[src/hw/rtl/iida_pkg.sv]
// shared types and constants for the indexed insert/delete array
package iida_pkg;

    // array geometry
    localparam int CAPACITY = 128;
    localparam int IDX_W    = (CAPACITY > 1) ? $clog2(CAPACITY) : 1;
    localparam int CNT_W    = $clog2(CAPACITY + 1);

    // payload field widths
    localparam int OP_W     = 2;
    localparam int POS_W    = 7;
    localparam int DATA_W   = 32;
    localparam int STAT_W   = 2;
    localparam int FILL_W   = 8;

    // width that holds both a position and a count for compares
    localparam int CMP_W    = (CNT_W > POS_W) ? CNT_W : POS_W;

    // command queue between front and back
    localparam int Q_DEPTH  = 2;
    localparam int Q_PTR_W  = (Q_DEPTH > 1) ? $clog2(Q_DEPTH) : 1;
    localparam int Q_LVL_W  = $clog2(Q_DEPTH + 1);

    // request kinds
    typedef enum logic [OP_W-1:0] {
        OP_INSERT = 2'd0,
        OP_DELETE = 2'd1,
        OP_READ   = 2'd2
    } op_t;

    // result status codes
    typedef enum logic [STAT_W-1:0] {
        ST_OK    = 2'd0,
        ST_FULL  = 2'd1,
        ST_EMPTY = 2'd2,
        ST_RANGE = 2'd3
    } status_t;

    // classified command handed from front to back
    typedef struct packed {
        logic                     do_ins;
        logic                     do_del;
        logic                     do_rd;
        logic [IDX_W-1:0]         idx;
        logic signed [DATA_W-1:0] value;
        status_t                  status;
        logic [CNT_W-1:0]         count;
    } cmd_t;

endpackage

[src/hw/rtl/iida_queue.sv]
// small command queue between the front and back ends
module iida_queue
    import iida_pkg::*;
(
    input  logic aclk,
    input  logic aresetn,
    input  logic push,
    input  cmd_t push_cmd,
    output logic full,
    input  logic pop,
    output logic q_valid,
    output cmd_t head_cmd
);

    cmd_t               slots [Q_DEPTH];
    logic [Q_PTR_W-1:0] wr_ptr_reg;
    logic [Q_PTR_W-1:0] rd_ptr_reg;
    logic [Q_LVL_W-1:0] level_reg;

    assign full     = (level_reg == Q_LVL_W'(Q_DEPTH));
    assign q_valid  = (level_reg != '0);
    assign head_cmd = slots[rd_ptr_reg];

    // slot storage
    always_ff @(posedge aclk) begin
        if (push) begin
            slots[wr_ptr_reg] <= push_cmd;
        end
    end

    // pointers and level
    always_ff @(posedge aclk) begin
        if (!aresetn) begin
            wr_ptr_reg <= '0;
            rd_ptr_reg <= '0;
            level_reg  <= '0;
        end else begin
            if (push) begin
                wr_ptr_reg <= (wr_ptr_reg == Q_PTR_W'(Q_DEPTH - 1)) ? '0
                                                                     : wr_ptr_reg + 1'b1;
            end
            if (pop) begin
                rd_ptr_reg <= (rd_ptr_reg == Q_PTR_W'(Q_DEPTH - 1)) ? '0
                                                                     : rd_ptr_reg + 1'b1;
            end
            if (push && !pop) begin
                level_reg <= level_reg + 1'b1;
            end else if (pop && !push) begin
                level_reg <= level_reg - 1'b1;
            end
        end
    end

    // no write into a full queue
    a_no_overflow: assert property (@(posedge aclk) disable iff (!aresetn)
        !(push && full))
        else $error("push into full queue");

    // no read from an empty queue
    a_no_underflow: assert property (@(posedge aclk) disable iff (!aresetn)
        !(pop && !q_valid))
        else $error("pop from empty queue");

endmodule

[config.mk]
export PLATFORM = sky130hd
export DESIGN_NAME = iida_queue
export DESIGN_NICKNAME = d
export VERILOG_FILES = /design/src/hw/rtl/iida_pkg.sv /design/src/hw/rtl/iida_queue.sv
export SDC_FILE = /design/constraint.sdc
export NUM_CORES = 1
export LEC_CHECK = 0
export BUFFER_PORTS_ARGS = -buffer_cell sky130_fd_sc_hd__buf_2
export CORE_MARGIN = 2
export CORE_UTILIZATION = 51
export DETAILED_ROUTE_END_ITERATION = 12
export PLACE_DENSITY = 0.77
export SLEW_MARGIN = 20
export SYNTH_ARGS = -nofsm -noshare
export SYNTH_HDL_FRONTEND = slang
export SYNTH_SLANG_ARGS = --single-unit
[constraint.sdc]
create_clock -name aclk -period 4.43 [get_ports aclk]
set_input_delay 0.443 -clock aclk [delete_from_list [all_inputs] [get_ports aclk]]
set_output_delay 0.443 -clock aclk [all_outputs]
set_load 0.005 [all_outputs]
==> summary.md <==
| Metric | Value |
|---|---|
| Status | complete, no violations |
| Sequential-to-total area share from yosys stat | 80.8% |
| Syn Nets | 241 |
| Multiplexer area fraction after synthesis | 14.7% |
| Nets | 358 |
| Adder-cell share of the synthesized area | 0.313% |
| TNS Setup | 0 ns |
| Req. time, crit path | 3.99 ns |
| DP Worst Slack | between 2 and 2.5 ns |
| Die H | 92.5 um |
| ANT cells | 0 |
| Leak | around 1.8 nW |
| Clk buf depth | 2 |
| Vias | ~2,000 |
| Area grow syn2layout | 20.7% |
| Total CTS buffers | 9 |
| Total core area | 7650 um^2 |
| Number of I/O port buffers | ~110 |
| First-pass GRT wire length | 9590 um |
| Synth cell types | 17 |
| Max FFs per register | 104 |
| VDD IR max | 216 uV |
| Max_slew headroom | 55.1% |
| Wire per inst | roughly 15 um |
| Setup Buffers After CTS | 0 |
| Cell Pwr Density | 407 nW/um^2 |
| Synth Area in Compound Gates | less than 1% |
| Synthesized area per cell | 21.7 um^2 |
| Hold_buf cts | 0 |
| Final period utilization | 56.8% |
| Initial core utilization | 52.2% |
| CTS root buffer | clkbuf_8 |
| H-tree levels | 3 |
| CP startpoint kind | flip-flop |
| Commonest non-fill, non-tap cell in the layout | buf_2 |
| Highest routed layer | met4 |
| RSZ-0062 raised after global routing | no |
| Maximum number of pins on one net before global-route repair | 31 |
| Total gr overflow | 0 |
| Synth warn | 0 |
| Cells after synthesis | approximately 180 |
| Met3 wire length | 348 um |
| Fmax | 0.398 GHz |
| Clk_skew | 0.0112 ns |
| Final ANT Viol Nets | 0 |
| WL met2 | 3140 um |
| Layout cell share with drive strength beyond 1 | 58.8% |
| Synthesized area | 3990 um^2 |
| Crit-path max FO | 27 |
| Cts repair resizes | 0 |
| Final hold violation count | 0 |
| Min-delay worst type | input port to flip-flop |
| Worst Setup Path Type | flip-flop to output port |
| DRT iter0 DRCs | 93 |
| Max Cap Viol | 0 |
| Final setup vio count | 0 |
| Vias per inst | 4.92 |
| XOR/XNOR share of the synthesized area | 0.658% |
| Most frequent cells in the layout | buf_2, edfxtp_1, mux2_2 |
| CTS tree | yes |
| Detailed placer's ending HPWL | 4170 um |
| Worst-path clk slew | 0.10 ns |
| Minimum clock period | about 2.5 ns |
| Post-layout instance area | 4820 um^2 |
| # rows | 32 |
| Crit path capture type | output port |
| Largest family of logic cells by synthesized area | multiplexers |
| Simple-gate portion of the synthesized area | 1.47% |
| Die area | 8550 um^2 |
| CTS sink cnt | about 110 |
| Top-Level Pins | 110 |
| Placed Area | 4640 um^2 |
| Worst Path Arrival | 2.07 ns |
| DRC | 0 |
| Seq cells post-synth | ~110 |
| Worst slew pin tran | just under 0.7 ns |
| Max-slew violation count | 0 |
| Vias in the first global route | 2,082 |
| Total wire length | 6270 um |
| Setup WS post-layout | between 1.5 and 2 ns |
| GP Congestion | 0.691 |
| Antenna violations before repair | 0 |
| Fill cell count | 571 |
| Die span in x | 92.5 um |
| Met1 wire length | 2670 um |
| Gr usage total | 15.1% |
| TritonRoute pass-1 iters | 4 |
| Clock Latency Late Sink | between 0.3 and 0.4 ns |
worst max-delay path, stage by stage, from the launching register on:
cell	delay, ns
dfxtp_2	0.74
buf_4	0.45
mux2_2	0.39
buf_2	0.13
power by group:
group / leakage [nW] / total [mW] / internal (mW) / switching, mW
combinational: 0.706 / 0.198 / 0.111 / 0.0875
clock: 0.0904 / 0.549 / 0.255 / 0.293
sequential: 1.02 / 1.21 / 1.19 / 0.0233
total: 1.81 / 1.96 / 1.55 / 0.404
cells in the mapped netlist:
master,n,area share (%)
edfxtp_1,104,78
o21ai_0,1,0.13
inv_1,1,0.094
xnor2_1,1,0.22
and2b_2,1,0.22
or3_1,1,0.16
or2_2,1,0.16
dfxtp_1,5,2.5
nor2b_1,2,0.31
buf_2,1,0.13
o21a_1,1,0.19
a21boi_1,1,0.19
mux2_2,52,15
ha_1,1,0.31
and2_1,4,0.63
xor2_1,2,0.44
buf_6,5,1.4
path summary, 6_finish.rpt:
check,start,to,slack [ns],cells past startpoint
worst min-delay path,push_cmd[10],slots[1][10]$_DFFE_PP_,0.27,1
worst max register to register,wr_ptr_reg$_SDFFE_PN0P_,slots[1][18]$_DFFE_PP_,2.66,2
worst min register to register,level_reg[1]$_SDFFE_PN0P_,level_reg[1]$_SDFFE_PN0P_,0.53,2
worst max-delay path,flip-flop,head_cmd[40],1.92,3
layout make-up:
cell class                 instances  area, um^2  area share (%)
clock inverter                     6        53.8            1.12
clock buffer                      10         128            2.65
inverter                           1        3.75          0.0779
sequential                       109        3220            66.9
tap                              102         128            2.65
timing repair buffer             112         568            11.8
multi-input combinational         68         712            14.8
routing by layer:
layer	vias up	global-route usage [%]
li1	951	-
met1	983	18.1
met2	66	26.2
met3	9	3.82
met4	0	6.34
met5	-	0
cells by family (layout without fill, tap and decap cells):
kind of cell             after synthesis  count (layout)
XOR/XNOR                               3               3
flip-flops                           109             109
adder cells (fa/ha/maj)                1               1
AO/OA/AOI/OAI                          3               3
multiplexers                          52              52
AND/OR/NAND/NOR                        9               9
buffers and inverters                  7             129
through the flow:
stage                     instances  hold slack (ns)  total power, mW  utilization (%)
after detailed placement        392            0.511             1.44             60.6
after global placement          392            0.485             1.43             60.6
after global routing            408            0.254             2.04             63.0
after CTS                       408            0.263             1.98             63.0
after floorplan                 184            0.461             1.34                -
final                           408            0.272             1.96             63.0
Note: power is estimated with default switching activity, not from simulation.
