<file path="src/hw/rtl/iida_pkg.sv">
// shared types and constants for the indexed insert/delete array
package iida_pkg;

    // array geometry
    localparam int CAPACITY = 128;
    localparam int IDX_W    = (CAPACITY > 1) ? $clog2(CAPACITY) : 1;
    localparam int CNT_W    = $clog2(CAPACITY + 1);

    // payload field widths
    localparam int OP_W     = 2;
    localparam int POS_W    = 7;
    localparam int DATA_W   = 32;
    localparam int STAT_W   = 2;
    localparam int FILL_W   = 8;

    // width that holds both a position and a count for compares
    localparam int CMP_W    = (CNT_W > POS_W) ? CNT_W : POS_W;

    // command queue between front and back
    localparam int Q_DEPTH  = 2;
    localparam int Q_PTR_W  = (Q_DEPTH > 1) ? $clog2(Q_DEPTH) : 1;
    localparam int Q_LVL_W  = $clog2(Q_DEPTH + 1);

    // request kinds
    typedef enum logic [OP_W-1:0] {
        OP_INSERT = 2'd0,
        OP_DELETE = 2'd1,
        OP_READ   = 2'd2
    } op_t;

    // result status codes
    typedef enum logic [STAT_W-1:0] {
        ST_OK    = 2'd0,
        ST_FULL  = 2'd1,
        ST_EMPTY = 2'd2,
        ST_RANGE = 2'd3
    } status_t;

    // classified command handed from front to back
    typedef struct packed {
        logic                     do_ins;
        logic                     do_del;
        logic                     do_rd;
        logic [IDX_W-1:0]         idx;
        logic signed [DATA_W-1:0] value;
        status_t                  status;
        logic [CNT_W-1:0]         count;
    } cmd_t;

endpackage

</file>
<file path="src/hw/rtl/iida_front.sv">
// front end: accepts requests, checks them against the tracked fill count
module iida_front
    import iida_pkg::*;
(
    input  logic                     aclk,
    input  logic                     aresetn,
    input  logic                     s_valid,
    output logic                     s_ready,
    input  logic [OP_W-1:0]          s_op,
    input  logic [POS_W-1:0]         s_position,
    input  logic signed [DATA_W-1:0] s_value,
    input  logic                     q_full,
    output logic                     q_push,
    output cmd_t                     q_cmd
);

    logic [CNT_W-1:0] count_reg;
    logic [CNT_W-1:0] count_next;
    logic [CMP_W-1:0] pos_c;
    logic [CMP_W-1:0] cnt_c;
    logic             is_full;
    logic             is_empty;

    assign s_ready  = !q_full;
    assign q_push   = s_valid && s_ready;
    assign pos_c    = CMP_W'(s_position);
    assign cnt_c    = CMP_W'(count_reg);
    assign is_full  = (count_reg == CNT_W'(CAPACITY));
    assign is_empty = (count_reg == '0);

    // classify the request and work out the count it leaves
    always_comb begin
        q_cmd        = '0;
        q_cmd.idx    = IDX_W'(s_position);
        q_cmd.value  = s_value;
        q_cmd.status = ST_OK;
        count_next   = count_reg;
        case (s_op)
            OP_INSERT: begin
                if (is_full) begin
                    q_cmd.status = ST_FULL;
                end else if (pos_c > cnt_c) begin
                    q_cmd.status = ST_RANGE;
                end else begin
                    q_cmd.do_ins = 1'b1;
                    count_next   = count_reg + CNT_W'(1);
                end
            end
            OP_DELETE: begin
                if (is_empty) begin
                    q_cmd.status = ST_EMPTY;
                end else if (pos_c >= cnt_c) begin
                    q_cmd.status = ST_RANGE;
                end else begin
                    q_cmd.do_del = 1'b1;
                    count_next   = count_reg - CNT_W'(1);
                end
            end
            OP_READ: begin
                if (is_empty) begin
                    q_cmd.status = ST_EMPTY;
                end else if (pos_c >= cnt_c) begin
                    q_cmd.status = ST_RANGE;
                end else begin
                    q_cmd.do_rd = 1'b1;
                end
            end
            default: begin
                q_cmd.status = ST_OK;
            end
        endcase
        q_cmd.count = count_next;
    end

    // tracked fill count, ahead of the back end by the queued commands
    always_ff @(posedge aclk) begin
        if (!aresetn) begin
            count_reg <= '0;
        end else if (q_push) begin
            count_reg <= count_next;
        end
    end

    // the tracked count stays within capacity
    a_count_bound: assert property (@(posedge aclk) disable iff (!aresetn)
        count_reg <= CNT_W'(CAPACITY))
        else $error("fill count above capacity");

    // an accepted insert that succeeds raises the count by one
    a_ins_count: assert property (@(posedge aclk) disable iff (!aresetn)
        q_push && q_cmd.do_ins |=> count_reg == $past(count_reg) + CNT_W'(1))
        else $error("insert did not raise the count");

endmodule

</file>
<file path="config.mk">
export PLATFORM = sky130hd
export DESIGN_NAME = iida_front
export DESIGN_NICKNAME = d
export VERILOG_FILES = /design/src/hw/rtl/iida_pkg.sv /design/src/hw/rtl/iida_front.sv
export SDC_FILE = /design/constraint.sdc
export NUM_CORES = 1
export LEC_CHECK = 0
export ABC_AREA = 1
export BUFFER_PORTS_ARGS = -buffer_cell sky130_fd_sc_hd__buf_4
export CORE_MARGIN = 2
export CORE_UTILIZATION = 40
export DETAILED_ROUTE_END_ITERATION = 8
export PLACE_DENSITY = 0.78
export REMOVE_ABC_BUFFERS = 1
export SYNTH_ARGS = -nofsm -noshare
export SYNTH_HDL_FRONTEND = slang
export SYNTH_SLANG_ARGS = --single-unit
</file>
<file path="constraint.sdc">
create_clock -name aclk -period 2.2 [get_ports aclk]
set_input_delay 0.55 -clock aclk [delete_from_list [all_inputs] [get_ports aclk]]
set_output_delay 0.55 -clock aclk [all_outputs]
set_load 0.03 [all_outputs]
</file>
==> results of run 1 <==
==> metal layers <==
| layer | wire [µm] | track usage, % |
|---|---|---|
| met1 | 2490 | 32.1 |
| met5 | 0 | 2.50 |
| met2 | 2580 | 35.5 |
| met3 | 851 | 15.0 |
| met4 | 156 | 6.75 |
==> how the worst max path moves through the flow <==
stage	from	end	slack, ns	depth (start not counted)
2_1_floorplan	cnt_c[3]	q_cmd[9]	-0.42	12
5_1_grt	s_position[5]	q_cmd[1]	-0.43	15
6_report	s_position[5]	q_cmd[1]	-0.36	15
4_1_cts	s_position[3]	q_cmd[1]	-0.32	15
3_3_place_gp	s_position[6]	q_cmd[1]	-0.43	12
3_5_place_dp	s_position[3]	q_cmd[1]	-0.45	15
==> worst register-to-register path, stage by stage (launching register included) <==
cell and delay [ns]:
dfxtp_2 0.32, inv_2 0.11, ha_4 0.23, nand2_4 0.08, inv_2 0.04, nand2_2 0.06
nand2_4 0.07, nand2_8 0.08, buf_4 0.12, nand3_4 0.12, o211ai_1 0.24, buf_4 0.15
buf_4 0.09, buf_4 0.09, nand3_2 0.05, nand2_1 0.06, inv_1 0.03
==> cells by family after synthesis <==
group	share of synthesized area, %
flip-flops	9.64
AO/OA/AOI/OAI	5.12
XOR/XNOR	3.69
buffers and inverters	28.0
AND/OR/NAND/NOR	43.0
adder cells (fa/ha/maj)	10.5
==> cell usage in the layout (no fill, tap or decap), drive strengths merged, types with 3 or more instances in the layout <==
cell    netlist  final
buf          45     90
nand2        68     68
inv          33     33
nand3        32     32
nor2         29     29
ha           14     14
nand4         9      9
o21ai         8      8
dfxtp         8      8
xor2          7      7
a21oi         6      6
clkbuf        0      3
==> per-stage QoR <==
stage,setup slack [ns],cells,util [%],setup TNS (ns)
after floorplan,-0.424,218,-,-2.43
final,-0.358,361,64.1,-3.48
after global routing,-0.432,361,64.1,-4.35
after CTS,-0.320,358,59.3,-3.21
after detailed placement,-0.455,341,48.4,-4.99
after global placement,-0.432,341,48.4,-4.68
==> repair_timing <==
action,in CTS,in global routing
pin swaps,32,30
cloned,0,0
setup buffers,15,6
hold endpoints to repair,0,0
endpoints found under the setup margin,13,14
resized for setup,64,50
==> power groups by stage <==
| stage | Clock (W) | Sequential (W) | Combinational (W) |
|---|---|---|---|
| final | 0.000174 | 0.000168 | 0.000828 |
| after global placement | 0 | 0.000166 | 0.000580 |
| after floorplan | 0 | 0.000175 | 0.000342 |
| after CTS | 0.000182 | 0.000165 | 0.000732 |
| after detailed placement | 0 | 0.000166 | 0.000587 |
| after global routing | 0.000192 | 0.000169 | 0.000881 |
==> cell type report <==
type / count / area share [%]
repair buffers: 90 / 30.9
flip-flops and latches: 8 / 6.59
inverters: 34 / 5.17
clock buffers: 3 / 1.61
well taps: 50 / 2.44
multi-input cells: 176 / 53.3
==> results.toml, run 1 <==
[run_status]
outcome = "finished, violations left"
violations = "setup timing"

[worst_setup_path]
r2r-start = "cnt_c[2]"
cpMaxStageDelayCell = "ha_4"
cp_top_family = "simple AND/OR/NAND/NOR gates"
path_cells = "buf_8 -> ha_4 -> nand2_2 -> nand2_1 -> nand2_1 -> nand2_2 -> nand2_4 -> buf_6 -> nand4_4 -> inv_2 -> nand2_1 -> nand2_1 -> nor2_2 -> inv_1 -> buf_6"
critical_path.max_fanout = 4
crit_arrival_ns = 2.01
cpPeakStageDelay_ns = 0.27
ff2ff_path_depth = 16
cp-start-kind = "input port"
end_kind = "output port"
cp_num_buf_inv = 5
regToRegSetupSlack_ns = 0.16
critical_path_class = "in2out"
regToRegEndpoint = "cnt_c[2]"
cp.required_ns = 1.65
path_common_cell = "nand2_1"

[synth]
yosysSeqAreaShare_pct = 9.64
yosys.area.top_type_share_pct = 18.1
yosysWarnings = 0
synth.largest_area_cell = "buf_4"
synth_ff_type = "dfxtp_1"
yosysUniqueCellTypes = 26
netlist_top_cells_area = "buf_4 (18%), nand2_1 (14%), ha_1 (11%)"
synthesis.area_um2 = 1660
synth_commonest_cells = "nand2_1 (60), buf_4 (40), nand3_1 (31)"
syn_avg_cell_area_um2 = 6.32
synthArstFlopShare_pct = 0
synth_most_common_cell = "nand2_1"
synth_edf_count = 0
syn_inst = 263
ys_seq_elements = 8

[final_layout]
drive_above_1_share_pct = 57.2
area_delta_synth_final_pct = 54.3
fillers = 342
n_antenna_cell = 0
nets = 372
regArea_um2 = 169
final_area_um2 = 2560
multi_input_area_um2 = 1370
largest_register_ffs = 8

[timing]
final_hold_viol_count = 0
max_freq_ghz = 0.391
skew_ns = 0.00149
hold_ws_ns = 0.616
fin_ws_ns = -0.358
tightest_slew_ns = 0.280
fin_crit_ns = 2.56
relSlewSlack_pct = 81.3
drv_slew = 0
grt_setup_unrepaired = "yes"
finalSetupViolations = 13
timing.final.crit_share_pct = 116

[placement]
routabilityCongestion = 0.935
io_buffers = 34
place_area_um2 = 1930
dp_hpwl_mm = 4.36

[worst_hold_path]
hold_start = "aresetn"
hold_end = "cnt_c[1]"
hold_path_depth = 3
hp-class = "in2reg"

[power_and_ir_drop]
ir_drop_mv = 0.340
finalPower_w = 0.00117
internal_power_w = 0.000648
switching_power_w = 0.000521
swShare_pct = 44.5
p_clk_share_pct = 14.9
power_density_nw_per_um2 = 456
power_frac_comb_pct = 70.8
total_leakage_power_nw = 1.31
seqPwrFrac_pct = 14.3

[die]
num_rows = 23
die_area_um2 = 4690
io_pins = 99
core_area_um2 = 4000
die_h_um = 68.5
die_w_um = 68.5
start_util_pct = 41.5

[global_route]
antenna_found_initial = 0
grt_pass1_wl_mm = 8.50
grt_max_degree = 10
grtUsageTotal_pct = 25.2
grt.overflow.total = 0
grt_pass1_vias = 1673

[routing]
drt-vias-per-instance = 5.23
ant_nets = 0
drt_iter0_markers = 79
vias = 1887
wl_per_cell_um = 16.8
drc = 0
routed_wirelength_mm = 6.08
first_pass_iters = 4

[clock_network]
numCtsBuffers = 3
cts-root-buf = "clkbuf_8"
clock_path_buffers = 2
tritoncts = "done"
clk_pin_slew_ns = 0.04
ctsHoldBuffers = 0
numClockSinks = 8
cts_htree_levels = 1
clk_latency_ns = 0.23

[job]
maxCapViolations = 0
Power figures use the tool's default switching activity.
==> run 2: changes to the inputs <==
HOLD_SLACK_MARGIN = 0.02   (was default)
MAX_ROUTING_LAYER = met4   (was default)
==> results.toml, run 2 (synthesized netlist as in run 1, its figures left out) <==
[final_layout]
area_delta_synth_final_pct = 49.6
nets = 367
final_common_cell = "buf_4"
mostFrequentLayoutCells = "buf_4 (62), nand2_1 (38), inv_1 (21), nor2_1 (21), buf_6 (21)"
fin_util_pct = 62.2
largest_register_ffs = 8
fillers = 356
drive_above_1_share_pct = 55.9
n_antenna_cell = 0

[worst_setup_path]
r2r-start = "cnt_c[3]"
cp.required_ns = 1.65
critical_path.max_fanout = 5
end_kind = "output port"
cp-start-kind = "input port"
regToRegSetupSlack_ns = 0.20
crit_arrival_ns = 1.94
critical_path_class = "in2out"
regToRegEndpoint = "cnt_c[3]"
ff2ff_path_depth = 17

[power_and_ir_drop]
power_density_nw_per_um2 = 455
ir_drop_mv = 0.361
total_leakage_power_nw = 1.28

[timing]
skew_ns = 0.000198
fin_ws_ns = -0.293
tightest_slew_ns = 0.246
final_hold_viol_count = 0
drv_slew = 0
max_freq_ghz = 0.401
timing.final.crit_share_pct = 113
fin_crit_ns = 2.49
relSlewSlack_pct = 83.5
finalSetupViolations = 13
grt_setup_unrepaired = "yes"

[worst_hold_path]
hp-class = "in2reg"
hold_path_depth = 3
hold_end = "cnt_c[1]"
hold_start = "aresetn"

[clock_network]
clk_pin_slew_ns = 0.04
numCtsBuffers = 3
cts-root-buf = "clkbuf_8"
tritoncts = "done"
clk_latency_ns = 0.22
cts_htree_levels = 1
ctsHoldBuffers = 0
numClockSinks = 8
clock_path_buffers = 2

[placement]
io_buffers = 34
routabilityCongestion = 0.955
dp_hpwl_mm = 4.36
pre_cts_ws_ns = -0.469

[die]
die_h_um = 68.5
io_pins = 99
num_rows = 23
core_area_um2 = 4000
die_w_um = 68.5
die_area_um2 = 4690
start_util_pct = 41.5

[routing]
drt_iter0_markers = 98
drt-vias-per-instance = 5.17
vias = 1839
drc = 0
routed_wirelength_mm = 5.99
wl_per_cell_um = 16.8
ant_nets = 0
first_pass_iters = 4

[global_route]
grt_pass1_wl_mm = 8.83
grt.overflow.total = 0
grt_pass1_vias = 1672
antenna_found_initial = 0
grt_max_degree = 11
grtUsageTotal_pct = 26.7

[run_status]
violations = "setup timing"
outcome = "finished, violations left"

[job]
maxCapViolations = 0
==> run 2: cell types whose count changed in the layout (fill, tap and decap cells not counted), moves of 3 or more <==
| cell | change |
|---|---|
| nand3_1 | +4 |
| nand2_1 | -4 |
| nand2_4 | +4 |
| nand3_2 | -3 |
| buf_6 | -6 |
==> run 2: worst max path at each step <==
stage                  start        to  depth (start not counted)
2_1_floorplan       cnt_c[3]  q_cmd[9]                         12
3_5_place_dp   s_position[3]  q_cmd[1]                         15
6_report       s_position[3]  q_cmd[3]                         13
4_1_cts        s_position[5]  q_cmd[9]                         14
3_3_place_gp   s_position[6]  q_cmd[1]                         12
5_1_grt        s_position[3]  q_cmd[3]                         13
==> run 2: per-stage QoR <==
step / instances / instance area (µm²) / hold WS [ns] / TNS [ns] / power, W
finish: 356 / 2490 / 0.617 / -3.03 / 0.00113
global route: 356 / 2490 / 0.617 / -3.85 / 0.00121
CTS: 356 / 2370 / 0.613 / -3.05 / 0.00107
detailed placement: 343 / 1950 / 0.669 / -5.11 / 0.000757
global placement: 343 / 1950 / 0.661 / -4.69 / 0.000752
floorplan: 218 / 1320 / 0.577 / -2.43 / 0.000517
==> run 2: area by class of cell <==
class	instances	area [µm²]	share of cell area, %
clock buffers	3	41.3	1.66
well taps	50	62.6	2.52
repair buffers	84	717	28.8
multi-input cells	177	1370	55.0
inverters	34	130	5.23
flip-flops and latches	8	169	6.79
==> run 2: power breakdown <==
group / switching, W / internal (W)
Clock: 0.0000525 / 0.000118
Sequential: 0.00000903 / 0.000158
Combinational: 0.000444 / 0.000350
==> run 2: timing repair <==
action,in CTS,in global routing
endpoints found under the setup margin,13,14
buffers inserted,9,2
resized for setup,73,30
pin swaps,28,26
cloned,1,0
==> run 2: critical path, cell delays in order <==
cell,delay [ns]
buf_6,0.10
ha_4,0.28
nand2_4,0.06
inv_2,0.05
nand2_2,0.06
nand2_4,0.08
nand2_8,0.08
buf_4,0.15
buf_4,0.13
nand4_1,0.09
nand3_2,0.08
nand3_2,0.09
buf_6,0.13
==> run 2: routing by layer <==
| layer | global-route usage, % | part of all wire, % |
|---|---|---|
| met5 | - | 0 |
| met4 | 6.75 | 0.77 |
| met3 | 17.6 | 15 |
| met2 | 36.8 | 44 |
| met1 | 31.7 | 39 |
